--- config.mk ---
export PLATFORM = sky130hd
export DESIGN_NAME = dle_stx_etx_deframer_core_flat
export DESIGN_NICKNAME = d
export VERILOG_FILES = /design/src/rtl/dsed_pkg.sv /design/src/rtl/dsed_if.sv /design/src/rtl/dle_stx_etx_deframer_core.sv /design/src/rtl/dsed_front.sv /design/src/rtl/dsed_cmd_fifo.sv /design/src/rtl/dsed_back.sv /design/src/flat_wrapper.sv
export VERILOG_INCLUDE_DIRS = /design/src /design/src/rtl
export SDC_FILE = /design/constraint.sdc
export NUM_CORES = 1
export LEC_CHECK = 0
export BUFFER_PORTS_ARGS = -buffer_cell sky130_fd_sc_hd__buf_2
export CAP_MARGIN = 20
export CORE_MARGIN = 8
export CORE_UTILIZATION = 45
export DETAILED_ROUTE_END_ITERATION = 10
export GPL_ROUTABILITY_DRIVEN = 0
export HOLD_SLACK_MARGIN = 0.1
export PLACE_DENSITY = 0.64
export SLEW_MARGIN = 30
export SYNTH_ARGS = -nofsm -noshare
export SYNTH_HDL_FRONTEND = slang
export SYNTH_HIERARCHICAL = 1
export SYNTH_SLANG_ARGS = --single-unit
--- constraint.sdc ---
create_clock -name clk -period 10.4 [get_ports clk]
set_input_delay 1.04 -clock clk [delete_from_list [all_inputs] [get_ports clk]]
set_output_delay 1.04 -clock clk [all_outputs]
set_load 0.1 [all_outputs]
--- src/rtl/dle_stx_etx_deframer_core_macros.svh ---
// ----------------------------------------------------------------------------
// dle_stx_etx_deframer_core_macros
// Assertion macros used by the deframer top level.
// ----------------------------------------------------------------------------
`ifndef DLE_STX_ETX_DEFRAMER_CORE_MACROS_SVH
`define DLE_STX_ETX_DEFRAMER_CORE_MACROS_SVH

// Same-cycle implication, disabled while reset is high.
`define DSED_ASSERT_IMPL(label, clk, rst, ante, cons) \
  label: assert property (@(posedge clk) disable iff (rst) (ante) |-> (cons)) \
    else $error("deframer assertion failed");

// Next-cycle implication, disabled while reset is high.
`define DSED_ASSERT_NEXT(label, clk, rst, ante, cons) \
  label: assert property (@(posedge clk) disable iff (rst) (ante) |=> (cons)) \
    else $error("deframer assertion failed");

`endif

--- src/rtl/dsed_pkg.sv ---
// ----------------------------------------------------------------------------
// dsed_pkg
// Shared constants and types of the escape-framed byte deframer.
// ----------------------------------------------------------------------------
package dsed_pkg;

  localparam int MAX_FRAME = 64;
  localparam int ADDR_W    = (MAX_FRAME > 1) ? $clog2(MAX_FRAME) : 1;
  localparam int LEN_W     = $clog2(MAX_FRAME + 1);
  localparam int BYTE_W    = 8;
  localparam int ACT_W     = 2;
  localparam int IDX_W     = 2;

  // Command queue between parser and emitter.
  localparam int QDEPTH = 2;
  localparam int QPTR_W = 1;
  localparam int QCNT_W = 2;

  // Action codes.
  localparam logic [ACT_W-1:0] ACT_BYTE       = 2'd0;
  localparam logic [ACT_W-1:0] ACT_BYTE_FLUSH = 2'd1;
  localparam logic [ACT_W-1:0] ACT_FLUSH      = 2'd2;

  // Configuration register indexes.
  localparam logic [IDX_W-1:0] REG_ESCAPE = 2'd0;
  localparam logic [IDX_W-1:0] REG_START  = 2'd1;
  localparam logic [IDX_W-1:0] REG_END    = 2'd2;

  localparam logic [BYTE_W-1:0] ESCAPE_RESET = 8'd16;
  localparam logic [BYTE_W-1:0] START_RESET  = 8'd2;
  localparam logic [BYTE_W-1:0] END_RESET    = 8'd3;

  // Run kinds; also selects the store.
  localparam logic KIND_FRAME   = 1'b0;
  localparam logic KIND_GARBAGE = 1'b1;

  typedef struct packed {
    logic              kind;
    logic [LEN_W-1:0]  len;
  } cmd_t;

  typedef struct packed {
    logic              en;
    logic              sel;
    logic [ADDR_W-1:0] addr;
    logic [BYTE_W-1:0] data;
  } wr_t;

endpackage

--- src/rtl/dsed_if.sv ---
// ----------------------------------------------------------------------------
// dsed_if
// Valid/ready channels of the deframer: raw byte input and run output.
// ----------------------------------------------------------------------------
interface dsed_in_if;
  logic                       valid;
  logic                       ready;
  logic [dsed_pkg::ACT_W-1:0]  action;
  logic [dsed_pkg::BYTE_W-1:0] data_byte;

  modport source (output valid, action, data_byte, input ready);
  modport sink   (input valid, action, data_byte, output ready);
endinterface

interface dsed_out_if;
  logic                       valid;
  logic                       ready;
  logic [dsed_pkg::BYTE_W-1:0] out_byte;
  logic                       kind;
  logic                       last;

  modport source (output valid, out_byte, kind, last, input ready);
  modport sink   (input valid, out_byte, kind, last, output ready);
endinterface

--- src/rtl/dle_stx_etx_deframer_core.sv ---
// ----------------------------------------------------------------------------
// dle_stx_etx_deframer_core
// Escape-framed byte deframer: parses escape/start/end sequences, collects
// frame payload and stray bytes, and emits them as runs of bytes.
// ----------------------------------------------------------------------------
//
//  channel   dir  handshake      payload
//  byte_in   in   valid/ready    action[1:0], data_byte[7:0]
//  run_out   out  valid/ready    out_byte[7:0], kind, last
//  cfg       in   cfg_we         cfg_index[1:0], cfg_data[7:0]
//
// A transfer that emits nothing leaves byte_in ready, but an escape followed by
// an ordinary byte outside a frame holds byte_in off while the second garbage
// byte is written, as the garbage store has one write port. A run of N bytes
// holds byte_in off until the emitter has read all N store entries.
// A stall on run_out holds the emitter and, while a run is queued, byte_in.
// Reset is synchronous and needs no clearing pass.
// ----------------------------------------------------------------------------
`include "dle_stx_etx_deframer_core_macros.svh"

module dle_stx_etx_deframer_core (
  input  logic                        clk,
  input  logic                        rst,
  input  logic                        cfg_we,
  input  logic [dsed_pkg::IDX_W-1:0]  cfg_index,
  input  logic [dsed_pkg::BYTE_W-1:0] cfg_data,
  dsed_in_if.sink                     byte_in,
  dsed_out_if.source                  run_out
);

  dsed_pkg::wr_t  mem_wr;
  dsed_pkg::cmd_t cmd;
  dsed_pkg::cmd_t head;
  logic           cmd_push;
  logic           q_valid;
  logic           q_pop;
  logic           rd_issue;

  dsed_front u_front (
    .clk       (clk),
    .rst       (rst),
    .cfg_we    (cfg_we),
    .cfg_index (cfg_index),
    .cfg_data  (cfg_data),
    .byte_in   (byte_in),
    .q_busy    (q_valid),
    .mem_wr    (mem_wr),
    .cmd       (cmd),
    .cmd_push  (cmd_push)
  );

  dsed_cmd_fifo u_cmd_fifo (
    .clk        (clk),
    .rst        (rst),
    .push       (cmd_push),
    .push_cmd   (cmd),
    .pop        (q_pop),
    .head_valid (q_valid),
    .head       (head)
  );

  dsed_back u_back (
    .clk        (clk),
    .rst        (rst),
    .mem_wr     (mem_wr),
    .head_valid (q_valid),
    .head       (head),
    .pop        (q_pop),
    .rd_issue   (rd_issue),
    .run_out    (run_out)
  );

  // The parser only takes a byte once the emitter has finished reading.
  `DSED_ASSERT_IMPL(a_accept_when_drained, clk, rst, byte_in.valid && byte_in.ready, !q_valid)
  // Store writes and emitter reads never overlap.
  `DSED_ASSERT_IMPL(a_no_write_during_read, clk, rst, mem_wr.en, !rd_issue)
  // At most one run is ever outstanding.
  `DSED_ASSERT_NEXT(a_pop_drains_queue, clk, rst, q_pop, !q_valid)

endmodule

--- src/rtl/dsed_front.sv ---
// ----------------------------------------------------------------------------
// dsed_front
// Escape parser: takes input bytes, fills the stores and queues run commands.
// ----------------------------------------------------------------------------
module dsed_front (
  input  logic                        clk,
  input  logic                        rst,
  input  logic                        cfg_we,
  input  logic [dsed_pkg::IDX_W-1:0]  cfg_index,
  input  logic [dsed_pkg::BYTE_W-1:0] cfg_data,
  dsed_in_if.sink                     byte_in,
  input  logic                        q_busy,
  output dsed_pkg::wr_t               mem_wr,
  output dsed_pkg::cmd_t              cmd,
  output logic                        cmd_push
);

  typedef enum logic [1:0] {
    MODE_IDLE,
    MODE_ESC,
    MODE_FRAME,
    MODE_FRAME_ESC
  } mode_t;

  localparam logic [dsed_pkg::LEN_W-1:0] MAX_LEN = dsed_pkg::LEN_W'(dsed_pkg::MAX_FRAME);

  mode_t                       mode, mode_next;
  logic [dsed_pkg::LEN_W-1:0]  flen, flen_next;
  logic [dsed_pkg::LEN_W-1:0]  glen, glen_next;
  logic [dsed_pkg::BYTE_W-1:0] escape_code, start_code, end_code;
  logic                        pend_valid, pend_valid_next;
  logic [dsed_pkg::BYTE_W-1:0] pend_byte, pend_byte_next;
  logic                        pend_flush, pend_flush_next;

  logic                        accept;
  logic                        proc;
  logic                        flush;
  logic [dsed_pkg::BYTE_W-1:0] b;

  assign byte_in.ready = !pend_valid && !q_busy;
  assign accept = byte_in.valid && byte_in.ready;
  assign b      = byte_in.data_byte;
  assign proc   = (byte_in.action == dsed_pkg::ACT_BYTE) ||
                  (byte_in.action == dsed_pkg::ACT_BYTE_FLUSH);
  assign flush  = (byte_in.action != dsed_pkg::ACT_BYTE);

  always_comb begin
    mode_next       = mode;
    flen_next       = flen;
    glen_next       = glen;
    pend_valid_next = 1'b0;
    pend_byte_next  = pend_byte;
    pend_flush_next = pend_flush;
    mem_wr          = '0;
    cmd             = '0;
    cmd_push        = 1'b0;

    if (pend_valid) begin
      // Second garbage byte of an escape followed by an ordinary byte.
      if (glen < MAX_LEN) begin
        mem_wr.en   = 1'b1;
        mem_wr.sel  = dsed_pkg::KIND_GARBAGE;
        mem_wr.addr = glen[dsed_pkg::ADDR_W-1:0];
        mem_wr.data = pend_byte;
        glen_next   = glen + 1'b1;
      end
      if (pend_flush) begin
        cmd_push  = 1'b1;
        cmd.kind  = dsed_pkg::KIND_GARBAGE;
        cmd.len   = glen_next;
        glen_next = '0;
      end
    end else if (accept) begin
      if (proc) begin
        case (mode)
          MODE_IDLE: begin
            if (b == escape_code) begin
              mode_next = MODE_ESC;
            end else if (glen < MAX_LEN) begin
              mem_wr.en   = 1'b1;
              mem_wr.sel  = dsed_pkg::KIND_GARBAGE;
              mem_wr.addr = glen[dsed_pkg::ADDR_W-1:0];
              mem_wr.data = b;
              glen_next   = glen + 1'b1;
            end
          end
          MODE_ESC: begin
            if (b == start_code) begin
              if (glen != '0) begin
                cmd_push = 1'b1;
                cmd.kind = dsed_pkg::KIND_GARBAGE;
                cmd.len  = glen;
              end
              glen_next = '0;
              flen_next = '0;
              mode_next = MODE_FRAME;
            end else begin
              if (glen < MAX_LEN) begin
                mem_wr.en   = 1'b1;
                mem_wr.sel  = dsed_pkg::KIND_GARBAGE;
                mem_wr.addr = glen[dsed_pkg::ADDR_W-1:0];
                mem_wr.data = escape_code;
                glen_next   = glen + 1'b1;
              end
              if (b != escape_code) begin
                pend_valid_next = 1'b1;
                pend_byte_next  = b;
                pend_flush_next = flush;
                mode_next       = MODE_IDLE;
              end
            end
          end
          MODE_FRAME: begin
            if (b == escape_code) begin
              mode_next = MODE_FRAME_ESC;
            end else if (flen < MAX_LEN) begin
              mem_wr.en   = 1'b1;
              mem_wr.sel  = dsed_pkg::KIND_FRAME;
              mem_wr.addr = flen[dsed_pkg::ADDR_W-1:0];
              mem_wr.data = b;
              flen_next   = flen + 1'b1;
            end else begin
              mode_next = MODE_IDLE;
              flen_next = '0;
            end
          end
          MODE_FRAME_ESC: begin
            if (b == end_code) begin
              if (flen != '0) begin
                cmd_push = 1'b1;
                cmd.kind = dsed_pkg::KIND_FRAME;
                cmd.len  = flen;
              end
              mode_next = MODE_IDLE;
              flen_next = '0;
            end else if (b == escape_code) begin
              if (flen < MAX_LEN) begin
                mem_wr.en   = 1'b1;
                mem_wr.sel  = dsed_pkg::KIND_FRAME;
                mem_wr.addr = flen[dsed_pkg::ADDR_W-1:0];
                mem_wr.data = escape_code;
                flen_next   = flen + 1'b1;
                mode_next   = MODE_FRAME;
              end else begin
                mode_next = MODE_IDLE;
                flen_next = '0;
              end
            end else if (b == start_code) begin
              mode_next = MODE_FRAME;
              flen_next = '0;
            end else begin
              mode_next = MODE_IDLE;
              flen_next = '0;
            end
          end
          default: begin
            mode_next = MODE_IDLE;
          end
        endcase
      end
      // Garbage is empty inside a frame, so a flush never competes with a
      // frame run. A flush behind a pending byte waits for that byte.
      if (flush && !pend_valid_next) begin
        if (glen_next != '0) begin
          cmd_push = 1'b1;
          cmd.kind = dsed_pkg::KIND_GARBAGE;
          cmd.len  = glen_next;
        end
        glen_next = '0;
      end
    end
  end

  always_ff @(posedge clk) begin
    if (rst) begin
      mode        <= MODE_IDLE;
      flen        <= '0;
      glen        <= '0;
      pend_valid  <= 1'b0;
      escape_code <= dsed_pkg::ESCAPE_RESET;
      start_code  <= dsed_pkg::START_RESET;
      end_code    <= dsed_pkg::END_RESET;
    end else begin
      mode       <= mode_next;
      flen       <= flen_next;
      glen       <= glen_next;
      pend_valid <= pend_valid_next;
      if (cfg_we) begin
        case (cfg_index)
          dsed_pkg::REG_ESCAPE: escape_code <= cfg_data;
          dsed_pkg::REG_START:  start_code  <= cfg_data;
          dsed_pkg::REG_END:    end_code    <= cfg_data;
          default: ;
        endcase
      end
    end
    pend_byte  <= pend_byte_next;
    pend_flush <= pend_flush_next;
  end

endmodule

--- src/rtl/dsed_cmd_fifo.sv ---
// ----------------------------------------------------------------------------
// dsed_cmd_fifo
// Short queue of run commands between the parser and the emitter.
// ----------------------------------------------------------------------------
module dsed_cmd_fifo (
  input  logic           clk,
  input  logic           rst,
  input  logic           push,
  input  dsed_pkg::cmd_t push_cmd,
  input  logic           pop,
  output logic           head_valid,
  output dsed_pkg::cmd_t head
);

  dsed_pkg::cmd_t              entries [dsed_pkg::QDEPTH];
  logic [dsed_pkg::QPTR_W-1:0] wr_ptr, rd_ptr;
  logic [dsed_pkg::QCNT_W-1:0] count;
  logic                        do_push, do_pop;

  assign head_valid = (count != '0);
  assign head       = entries[rd_ptr];
  assign do_push    = push && (count != dsed_pkg::QCNT_W'(dsed_pkg::QDEPTH));
  assign do_pop     = pop && head_valid;

  always_ff @(posedge clk) begin
    if (rst) begin
      wr_ptr <= '0;
      rd_ptr <= '0;
      count  <= '0;
    end else begin
      if (do_push) begin
        wr_ptr <= wr_ptr + 1'b1;
      end
      if (do_pop) begin
        rd_ptr <= rd_ptr + 1'b1;
      end
      if (do_push && !do_pop) begin
        count <= count + 1'b1;
      end else if (do_pop && !do_push) begin
        count <= count - 1'b1;
      end
    end
    if (do_push) begin
      entries[wr_ptr] <= push_cmd;
    end
  end

endmodule

--- src/rtl/dsed_back.sv ---
// ----------------------------------------------------------------------------
// dsed_back
// Run emitter: holds the frame and garbage stores and streams a queued run
// out of one of them, one byte per cycle while run_out is not stalled.
// ----------------------------------------------------------------------------
module dsed_back (
  input  logic           clk,
  input  logic           rst,
  input  dsed_pkg::wr_t  mem_wr,
  input  logic           head_valid,
  input  dsed_pkg::cmd_t head,
  output logic           pop,
  output logic           rd_issue,
  dsed_out_if.source     run_out
);

  logic [dsed_pkg::BYTE_W-1:0] frame_mem   [dsed_pkg::MAX_FRAME];
  logic [dsed_pkg::BYTE_W-1:0] garbage_mem [dsed_pkg::MAX_FRAME];

  logic [dsed_pkg::ADDR_W-1:0] idx;
  logic                        out_valid;
  logic                        out_kind;
  logic                        out_last;
  logic [dsed_pkg::BYTE_W-1:0] frame_rd, garbage_rd;
  logic                        is_last;

  // The read data registers double as the output register.
  assign rd_issue = head_valid && (!out_valid || run_out.ready);
  assign is_last  = ({1'b0, idx} + 1'b1) == head.len;
  assign pop      = rd_issue && is_last;

  assign run_out.valid    = out_valid;
  assign run_out.out_byte = (out_kind == dsed_pkg::KIND_GARBAGE) ? garbage_rd : frame_rd;
  assign run_out.kind     = out_kind;
  assign run_out.last     = out_last;

  always_ff @(posedge clk) begin
    if (mem_wr.en && (mem_wr.sel == dsed_pkg::KIND_FRAME)) begin
      frame_mem[mem_wr.addr] <= mem_wr.data;
    end
    if (rd_issue && (head.kind == dsed_pkg::KIND_FRAME)) begin
      frame_rd <= frame_mem[idx];
    end
  end

  always_ff @(posedge clk) begin
    if (mem_wr.en && (mem_wr.sel == dsed_pkg::KIND_GARBAGE)) begin
      garbage_mem[mem_wr.addr] <= mem_wr.data;
    end
    if (rd_issue && (head.kind == dsed_pkg::KIND_GARBAGE)) begin
      garbage_rd <= garbage_mem[idx];
    end
  end

  always_ff @(posedge clk) begin
    if (rst) begin
      out_valid <= 1'b0;
      idx       <= '0;
    end else if (rd_issue) begin
      out_valid <= 1'b1;
      idx       <= is_last ? '0 : idx + 1'b1;
    end else if (run_out.ready) begin
      out_valid <= 1'b0;
    end
    if (rd_issue) begin
      out_kind <= head.kind;
      out_last <= is_last;
    end
  end

endmodule

--- src/flat_wrapper.sv ---
// flat-port wrapper written by rule: the top's interface ports become plain ports
module dle_stx_etx_deframer_core_flat 
  (clk, rst, cfg_we, cfg_index, cfg_data, byte_in_valid, byte_in_action, byte_in_data_byte, byte_in_ready, run_out_valid, run_out_out_byte, run_out_kind, run_out_last, run_out_ready);
  dsed_in_if byte_in_i ();
  dsed_out_if run_out_i ();
  input  logic clk;
  input  logic rst;
  input  logic cfg_we;
  input  logic [dsed_pkg::IDX_W-1:0] cfg_index;
  input  logic [dsed_pkg::BYTE_W-1:0] cfg_data;
  input wire logic [$bits(byte_in_i.valid)-1:0] byte_in_valid;
  input wire logic [$bits(byte_in_i.action)-1:0] byte_in_action;
  input wire logic [$bits(byte_in_i.data_byte)-1:0] byte_in_data_byte;
  output wire logic [$bits(byte_in_i.ready)-1:0] byte_in_ready;
  output wire logic [$bits(run_out_i.valid)-1:0] run_out_valid;
  output wire logic [$bits(run_out_i.out_byte)-1:0] run_out_out_byte;
  output wire logic [$bits(run_out_i.kind)-1:0] run_out_kind;
  output wire logic [$bits(run_out_i.last)-1:0] run_out_last;
  input wire logic [$bits(run_out_i.ready)-1:0] run_out_ready;
  assign byte_in_i.valid = byte_in_valid;
  assign byte_in_i.action = byte_in_action;
  assign byte_in_i.data_byte = byte_in_data_byte;
  assign byte_in_ready = byte_in_i.ready;
  assign run_out_valid = run_out_i.valid;
  assign run_out_out_byte = run_out_i.out_byte;
  assign run_out_kind = run_out_i.kind;
  assign run_out_last = run_out_i.last;
  assign run_out_i.ready = run_out_ready;
  dle_stx_etx_deframer_core u_core (.clk(clk), .rst(rst), .cfg_we(cfg_we), .cfg_index(cfg_index), .cfg_data(cfg_data), .byte_in(byte_in_i), .run_out(run_out_i));
endmodule
# After elaboration in Yosys (flattened, before gate mapping)
# Memory sizes are Yosys's and may differ from the RTL's. A register that Yosys moved wholly into a read port is not among the register bits.
# Cells that the tools add are included.
[word_totals] regBits=63 latch_bits=0 ram_bits=1040 rom_bits=0 in_bits=25 out_inout_bits=12 elab_cells=174 memories=3
[mem_list] memory="u_core.u_back.frame_mem" depth=64 word_bits=8 read_ports=1 rd_ports_with_merged_regs=1 wr=1 line="dsed_back.sv:17" source="logic [dsed_pkg::BYTE_W-1:0] frame_mem [dsed_pkg::MAX_FRAME];"
[mem_list] memory="u_core.u_back.garbage_mem" depth=64 word_bits=8 read_ports=1 rd_ports_with_merged_regs=1 wr=1 line="dsed_back.sv:18" source="logic [dsed_pkg::BYTE_W-1:0] garbage_mem [dsed_pkg::MAX_FRAME];"
[mem_list] memory="u_core.u_cmd_fifo.entries" depth=2 word_bits=8 read_ports=1 rd_ports_with_merged_regs=1 wr=1 line="dsed_cmd_fifo.sv:15" source="dsed_pkg::cmd_t entries [dsed_pkg::QDEPTH];"
[op_classes] add_sub_neg=8 n_mul=0 n_div=0 order_cmp=2 n_eq_ne=17 shift=0 mux=83 n_bitwise=5 n_reduce_logical=40
[op_table] op="2-to-1 mux 16 bit" count=13
[op_table] op="2-to-1 mux 7 bit" count=17
[op_table] op="2-to-1 mux 8 bit" count=9
[op_table] op="one-hot mux 16 bit (4 select lines)" count=1
[op_table] op="2-to-1 mux 1 bit" count=26
[op_table] op="equality test 8 bit" count=3
[op_table] op="2-to-1 mux 2 bit" count=11
[op_table] op="one-hot mux 7 bit (3 select lines)" count=1
[op_table] op="nonzero test 7 bit" count=3
[op_table] op="AND reduction 6 bit" count=3
[op_table] op="one-hot mux 8 bit (2 select lines)" count=1
[op_table] op="adder 7 x 1 -> 7 bit, second input constant" count=2
[op_table] op="less-than comparator 7 bit, second input constant" count=2
[op_table] op="one-hot mux 7 bit (2 select lines)" count=1
[op_table] op="logical AND 1 bit" count=13
[op_table] op="nonzero test 2 bit" count=5
[op_table] op="!= test 2 bit, second input constant" count=4
[op_table] op="!= test 8 bit" count=1
[op_table] op="one-hot mux 2 bit (4 select lines)" count=1
[op_table] op="adder 6 x 1 -> 7 bit, second input constant" count=1
[op_table] op="equality test 7 bit" count=1
[op_table] op="adder 6 x 1 -> 6 bit, second input constant" count=1
[op_table] op="equality test 2 x 1 -> 1 bit, second input constant" count=3
[op_table] op="equality test 2 bit, second input constant" count=3
[op_table] op="other kinds (13)" count=29

# Logic depth before layout (Yosys ltp)
# Gate-level depths: netlist of the first run.
[depth] depth_word=17 ltp_mapped=15 ltp_nobuf=14

# By module
# Netlist of the first run, hierarchy kept.
[by_module_without_submodules] module="dsed_back" n_inst=1 cells_each=1844 area_per_inst_um2=40894.2 seq_area_each_um2=31430.1
[by_module_without_submodules] module="dsed_front" n_inst=1 cells_each=400 area_per_inst_um2=3395.8 seq_area_each_um2=1091.0
[by_module_without_submodules] module="dsed_cmd_fifo" n_inst=1 cells_each=51 area_per_inst_um2=795.8 seq_area_each_um2=580.6

# Worst setup path before layout of the first run
# OpenSTA, ideal clock, no wires.
[synth_path] path_type="register to register" startpoint="register u_core/u_cmd_fifo/count[0] (netlist name)" endpoint="memory u_core/u_back/frame_mem[0][0] (netlist name), data pin" setup_time_ps=1197 t_arrival_ps=8031 required_time_ps=9203 path_slack_ps=1172 stages_incl_launch_ff=8 path_buffers=2 period_less_slack_ps=9228 path_cell_list="dfxtp_1 -> or2_2 -> nor2_1 -> nand2_1 -> or2_2 -> clkbuf_1 -> clkbuf_1 -> o21ai_0"
[synth_lines] element="from (decl)" line="dsed_cmd_fifo.sv:17" source="logic [dsed_pkg::QCNT_W-1:0] count;"
[synth_lines] element="from (signal assigned)" line="dsed_cmd_fifo.sv:38" source="count <= count + 1'b1;"
[synth_lines] element="from (signal assigned)" line="dsed_cmd_fifo.sv:40" source="count <= count - 1'b1;"
[synth_lines] element="to (decl)" line="dsed_back.sv:17"

==> qor.csv, run 1 <==
metric;value;unit
Crit-path slowest cell;nor2_1;
Finished Layout Cells;3740;
drt first pass iters;5;
post-CTS sizing;0;
CTS Hold Bufs;0;
Syn Nets;2327;
Iter 0 DRT Violations;2830;
Min-Delay Path Depth;2;
Final setup viols;0;
syn avg cell area;19.6;um^2
via count;22500;
Synth Area in Compound Gates;3.50;%
largest net degree at the start of global routing;101;
max cap viols;0;
status;finished, final reports clean;
CTS root buf;clkbuf_16;
Slew Viols, Final;0;
Die Area;111000;um^2
Synth Instances;2295;
Lkg Pwr;15.3;nW
Switch Pwr;0.00275;W
clock sink count;1120;
Max VDD drop;308;uV
crit-path cells;buf_2, xnor2_1, and4_1, nand2_1, or3_1, a21oi_1, nor3b_1, a22o_1, nand2_1, nor2_1, nand3_1, nor2_1;
Comb pwr share;14.9;%
Detailed Route WL;106;mm
Final min period;5280;ps
worst slew pin tran;966;ps
Detail Placement HPWL;64.0;mm
highest layer used for signal routing;met4;
postcts setup bufs;0;
simple-gate area share of the yosys netlist;3.74;%
Critical R2R Capture;u_core/u_back/frame_mem[62][4];
power per cell area;212;nW/um^2
Post-DP Area;46600;um^2
worst r2r src;u_core/u_front/mode[0];
share of cells above drive strength 1;23.5;%
# IOs;37;
TritonCTS Buffers;108;
global-route wire length before repair;156;mm
number of remaining DRC errors;0;
floorplan row count;116;
met1 wire length;43.4;mm
# placed instances;3539;
post-synthesis xor/xnor area fraction;0.894;%
H-Tree Depth;3;
number of distinct library cells after synthesis;72;
diode count;0;
number of synthesized flops with an enable pin;1067;
port bufs;36;
Overall Global Routing Usage;18.8;%
f_max;0.189;GHz
synthesized cell area;45100;um^2
worst slack, placed;4520;ps
sw frac;25.8;%
asr flop ratio synth;0;%
routed wire length on met3;8.93;mm
layout overhead on the synthesized area;11.3;%
Ys Warns;6;
register area share after synthesis;73.4;%
Reg clk slew, reported paths;60;ps
Post-DRT Antenna Nets;0;
DIE WIDTH;333;um
WL met2;50.7;mm
final instance area;50200;um^2
sequential power share;48.9;%
Top FF cell, synth;edfxtp_1;
adder-cell area share of the yosys netlist;0.194;%
worst-skew pair later-pin latency;680;ps
area of the core;99700;um^2
worst r2r path cells;9;
main combinational cell family by area after synthesis;multiplexers;
Routed WL per cell;28.2;um
Final WS setup;5120;ps
Clock Tree Buf Depth;3;
internal power;0.00790;W
Worst path max stage delay;790;ps
synthesized flop and latch total;1120;
initial antenna violation count;4;
Initial Utilization;45.2;%
worst relative slew slack;35.4;%
Worst setup EP type;flip-flop;
RSZ-0062 raised after global routing;false;
mean number of vias per cell;6.02;
Clk network pwr share;36.2;%
number of global-route vias before repair;22900;
Tcrit/Tclk final;50.8;%
Setup TNS;0;ps
FF-to-FF setup slack;5200;ps
Hold Startpoint;u_core/u_cmd_fifo/rd_ptr;
Final Skew;34.9;ps
Crit path required time;10690;ps
Remaining Overflow, GRT;0;
CTS tree;done;
die height;333;um
final net count;2385;
CP Data Arrival Time;5570;ps
Setup crit start kind;primary input;
worst min path class;flip-flop to flip-flop;
Hold Fails Final Rpt;0;
critical path class;primary input to flip-flop;
multiplexer area fraction after synthesis;16.6;%
Critical Path Fanout Max;8;
==> cell usage after synthesis, drive strengths merged, types with 20 or more instances <==
master	n	share of area, %
a211oi	20	0.33
a21oi	51	0.57
a22oi	31	0.52
buf	69	1.1
clkbuf	57	0.47
dfxtp	53	2.4
edfxtp	1067	71
mux2	23	0.57
mux2i	90	2.0
mux4	280	14
nand2	56	0.47
nor2	201	1.7
o21ai	36	0.40
xnor2	33	0.64
==> power groups by stage <==
stage	clock network [W]	logic, W	registers, W
after floorplan	0	0.00113	0.00535
after global placement	0	0.00157	0.00530
after detailed placement	0	0.00159	0.00530
after CTS	0.00393	0.00160	0.00521
after global routing	0.00408	0.00168	0.00521
final	0.00386	0.00159	0.00520
==> cell type report <==
class                   count  area, um^2
clock buffers             128        2800
clock inverters            71         698
fillers                  7805       49500
inverters                  18        67.6
multi-input cells        1031       11300
flip-flops and latches   1120       33100
well taps                1298        1620
repair buffers             74         529
==> layout by cell type (no fill, tap or decap), types with 18 or more instances in the layout <==
cell	Yosys	layout
edfxtp_1	1067	1067
mux4_2	280	280
nor2_1	201	201
clkbuf_16	0	109
mux2i_1	90	90
nand2_1	56	55
a21oi_1	50	50
dfxtp_1	53	48
buf_2	25	36
xnor2_1	33	33
buf_4	21	32
a22oi_1	31	31
clkinv_1	0	28
o21ai_0	35	27
mux2_2	23	23
clkinv_2	0	20
a211oi_1	20	20
clkbuf_1	57	19
nor2b_1	18	18
==> flip-flops by register name, indices dropped and copies added, names as in the netlist, 2 cells and up, named ones only <==
signal and flops:
u_core/u_back/idx 6, u_core/u_front/escape_code 8, u_core/u_back/frame_rd 8, u_core/u_cmd_fifo/count 2
u_core/u_front/flen 7, u_core/u_front/pend_byte 8, u_core/u_back/garbage_rd 8, u_core/u_front/glen 7
u_core/u_back/garbage_mem 512, u_core/u_back/frame_mem 512, u_core/u_front/start_code 8, u_core/u_front/end_code 8
u_core/u_front/mode 2, u_core/u_cmd_fifo/entries 16
==> through the flow <==
step	util (%)	total power (W)	hold WS [ps]
6_report	50.3	0.0107	509
3_5_place_dp	46.8	0.00689	494
2_1_floorplan	-	0.00648	457
4_1_cts	50.3	0.0107	511
5_1_grt	50.3	0.0110	536
3_3_place_gp	46.7	0.00687	493
==> worst max-delay path by stage <==
stage	slack, ps	cells past startpoint	start	endpoint
after floorplan	1170	7	u_core/u_cmd_fifo/count[0]	u_core/u_back/frame_mem[0][0]
after global placement	4610	12	byte_in_data_byte[6]	u_core/u_back/frame_mem[62][0]
after detailed placement	4520	12	byte_in_data_byte[0]	u_core/u_back/frame_mem[62][5]
after CTS	5170	12	byte_in_data_byte[6]	u_core/u_back/frame_mem[62][4]
after global routing	4870	12	byte_in_data_byte[6]	u_core/u_back/frame_mem[62][0]
final	5120	12	byte_in_data_byte[6]	u_core/u_back/frame_mem[62][4]
==> routing by layer <==
metal / track usage, % / vias to the layer above
met2: 30.0 / 1090
met4: 5.27 / 0
li1: - / 9525
met3: 3.31 / 144
met5: 0 / -
met1: 26.7 / 11800
==> kinds of logic (layout without fill, tap and decap cells) <==
| logic type | count (synthesis) | after routing |
|---|---|---|
| AOI/OAI and AO/OA | 217 | 217 |
| xor gates and xnor gates | 46 | 46 |
| adders and majority gates | 7 | 7 |
| buffers and inverters | 144 | 291 |
| DFF | 1120 | 1120 |
| muxes | 393 | 393 |
| and+or+nand+nor | 368 | 368 |
==> critical path: cells and delay by family <==
| kind | cells | cell delay (ps) |
|---|---|---|
| AOI/OAI and AO/OA | 2 | 470 |
| xor gates and xnor gates | 1 | 230 |
| buffers and inverters | 1 | 140 |
| and+or+nand+nor | 8 | 3670 |
No activity file was read; power rests on OpenSTA's default activity.
==> inputs of run 2 (changes only) <==
==> constraint.sdc (replaced) <==
create_clock -name clk -period 4.9 [get_ports clk]
set_input_delay 0.49 -clock clk [delete_from_list [all_inputs] [get_ports clk]]
set_output_delay 0.49 -clock clk [all_outputs]
set_load 0.1 [all_outputs]
==> qor.csv, run 2 (synthesized netlist as in run 1, its figures left out) <==
metric;value;unit
port bufs;36;
CTS tree;done;
critical path's top delay family;simple AND/OR/NAND/NOR gates;
met2 Use GR;30.1;%
CP Buf/Inv Count;2;
global-route wire length before repair;157;mm
Detail Placement HPWL;65.0;mm
Final min period;4610;ps
Clock Tree Buf Depth;3;
area of the multi-input gates;11300;um^2
met3 usage;3.30;%
biggest registers after layout;u_core/u_back/frame_mem (512), u_core/u_back/garbage_mem (512), u_core/u_cmd_fifo/entries (16);
mean number of vias per cell;5.97;
H-Tree Depth;3;
worst-skew pair later-pin latency;680;ps
Crit-path slowest cell;nor2b_1;
commonest non-fill, non-tap cell in the layout;edfxtp_1;
most frequent CP cell;nand2_1;
number of remaining DRC errors;0;
Final WS setup;293;ps
floorplan row count;116;
layout overhead on the synthesized area;13.9;%
diode count;0;
DIE WIDTH;333;um
max cap viols;0;
Critical Path Fanout Max;8;
Worst setup EP type;flip-flop;
RSZ-0062 raised after global routing;false;
drt first pass iters;7;
Iter 0 DRT Violations;2729;
initial antenna violation count;1;
worst relative slew slack;35.2;%
die height;333;um
CTS root buf;clkbuf_16;
TritonCTS Buffers;110;
Tcrit/Tclk final;94.0;%
Reg clk slew, reported paths;60;ps
busiest grt layer;met2;
Slew Viols, Final;0;
worst min path class;primary input to flip-flop;
Lkg Pwr;16.0;nW
Final Skew;46.9;ps
Die Area;111000;um^2
worst slew pin tran;968;ps
status;finished, final reports clean;
Final setup viols;0;
# IOs;37;
Overall Global Routing Usage;18.8;%
worst slack, placed;-45.2;ps
largest net degree at the start of global routing;129;
via count;23100;
Detailed Route WL;105;mm
Reg area;33100;um^2
post-layout util;51.5;%
postcts setup bufs;0;
final net count;2507;
Max VDD drop;601;uV
Initial Utilization;45.2;%
FILL cells;7688;
area of the core;99700;um^2
commonest non-fill, non-tap cells in the layout;edfxtp_1, mux4_2, nor2_1;
clock sink count;1120;
crit-path cells;dlygate4sd3_1, buf_2, xnor2_1, and4_1, nand2_1, or3_1, a21oi_1, nor3b_2, a22o_1, nor2b_1, nand2_1, nor2_1;
Post-DRT Antenna Nets;0;
Worst path max stage delay;640;ps
Remaining Overflow, GRT;0;
power per cell area;444;nW/um^2
Post-DP Area;47600;um^2
Crit path required time;5210;ps
f_max;0.217;GHz
CP Data Arrival Time;4920;ps
share of cells above drive strength 1;26.8;%
critical path class;primary input to flip-flop;
final instance area;51300;um^2
number of global-route vias before repair;23600;
Setup crit start kind;primary input;
met1 Track Usage GR;26.7;%
Hold Fails Final Rpt;0;
Routed WL per cell;27.3;um
## run 2: repair_timing
action,CTS,global route
hold endpoints to repair,29,0
endpoints found under the setup margin,0,183
hold buffers,16,0
gates resized for setup,0,3
## run 2: worst paths after layout
path	start	to	slack, ps	cells after the start
setup / recovery	byte_in_data_byte[1]	u_core/u_back/garbage_mem[39][7]	290	12
hold reg to reg	u_core/u_front/start_code[1]	u_core/u_front/start_code[1]	510	1
hold / removal	byte_in_action[0]	u_core/u_front/pend_flush	150	2
setup reg to reg	u_core/u_front/escape_code[1]	u_core/u_back/garbage_mem[39][7]	450	10
## run 2: per-layer routing
metal	wire [um]	vias up
met5	0	-
met4	2510	0
met3	7760	172
met2	50600	993
met1	44500	12100
li1	-	9772
## run 2: final cells by class
| class | instances | share of cell area [%] |
|---|---|---|
| Multi-Input combinational cell | 1031 | 22.0 |
| Clock buffer | 136 | 5.65 |
| Sequential cell | 1120 | 64.5 |
| Inverter | 18 | 0.132 |
| Clock inverter | 66 | 1.29 |
| Timing Repair Buffer | 194 | 3.23 |
| Tap cell | 1298 | 3.16 |
## run 2: metrics by stage
stage | hold WS (ps) | power, W | instances | setup TNS (ps)
global placement | 490 | 0.0146 | 3643 | 0
CTS | 105 | 0.0230 | 3863 | 0
detailed placement | 494 | 0.0147 | 3645 | -582
global route | 115 | 0.0235 | 3863 | 0
finish | 148 | 0.0228 | 3863 | 0
floorplan | 457 | 0.0137 | 2295 | -760170
## run 2: power by group
part           switching (W)  leakage, nW  internal (W)
clock                0.00354         1.76       0.00475
sequential          0.000155         10.3        0.0109
combinational        0.00217         4.02       0.00127
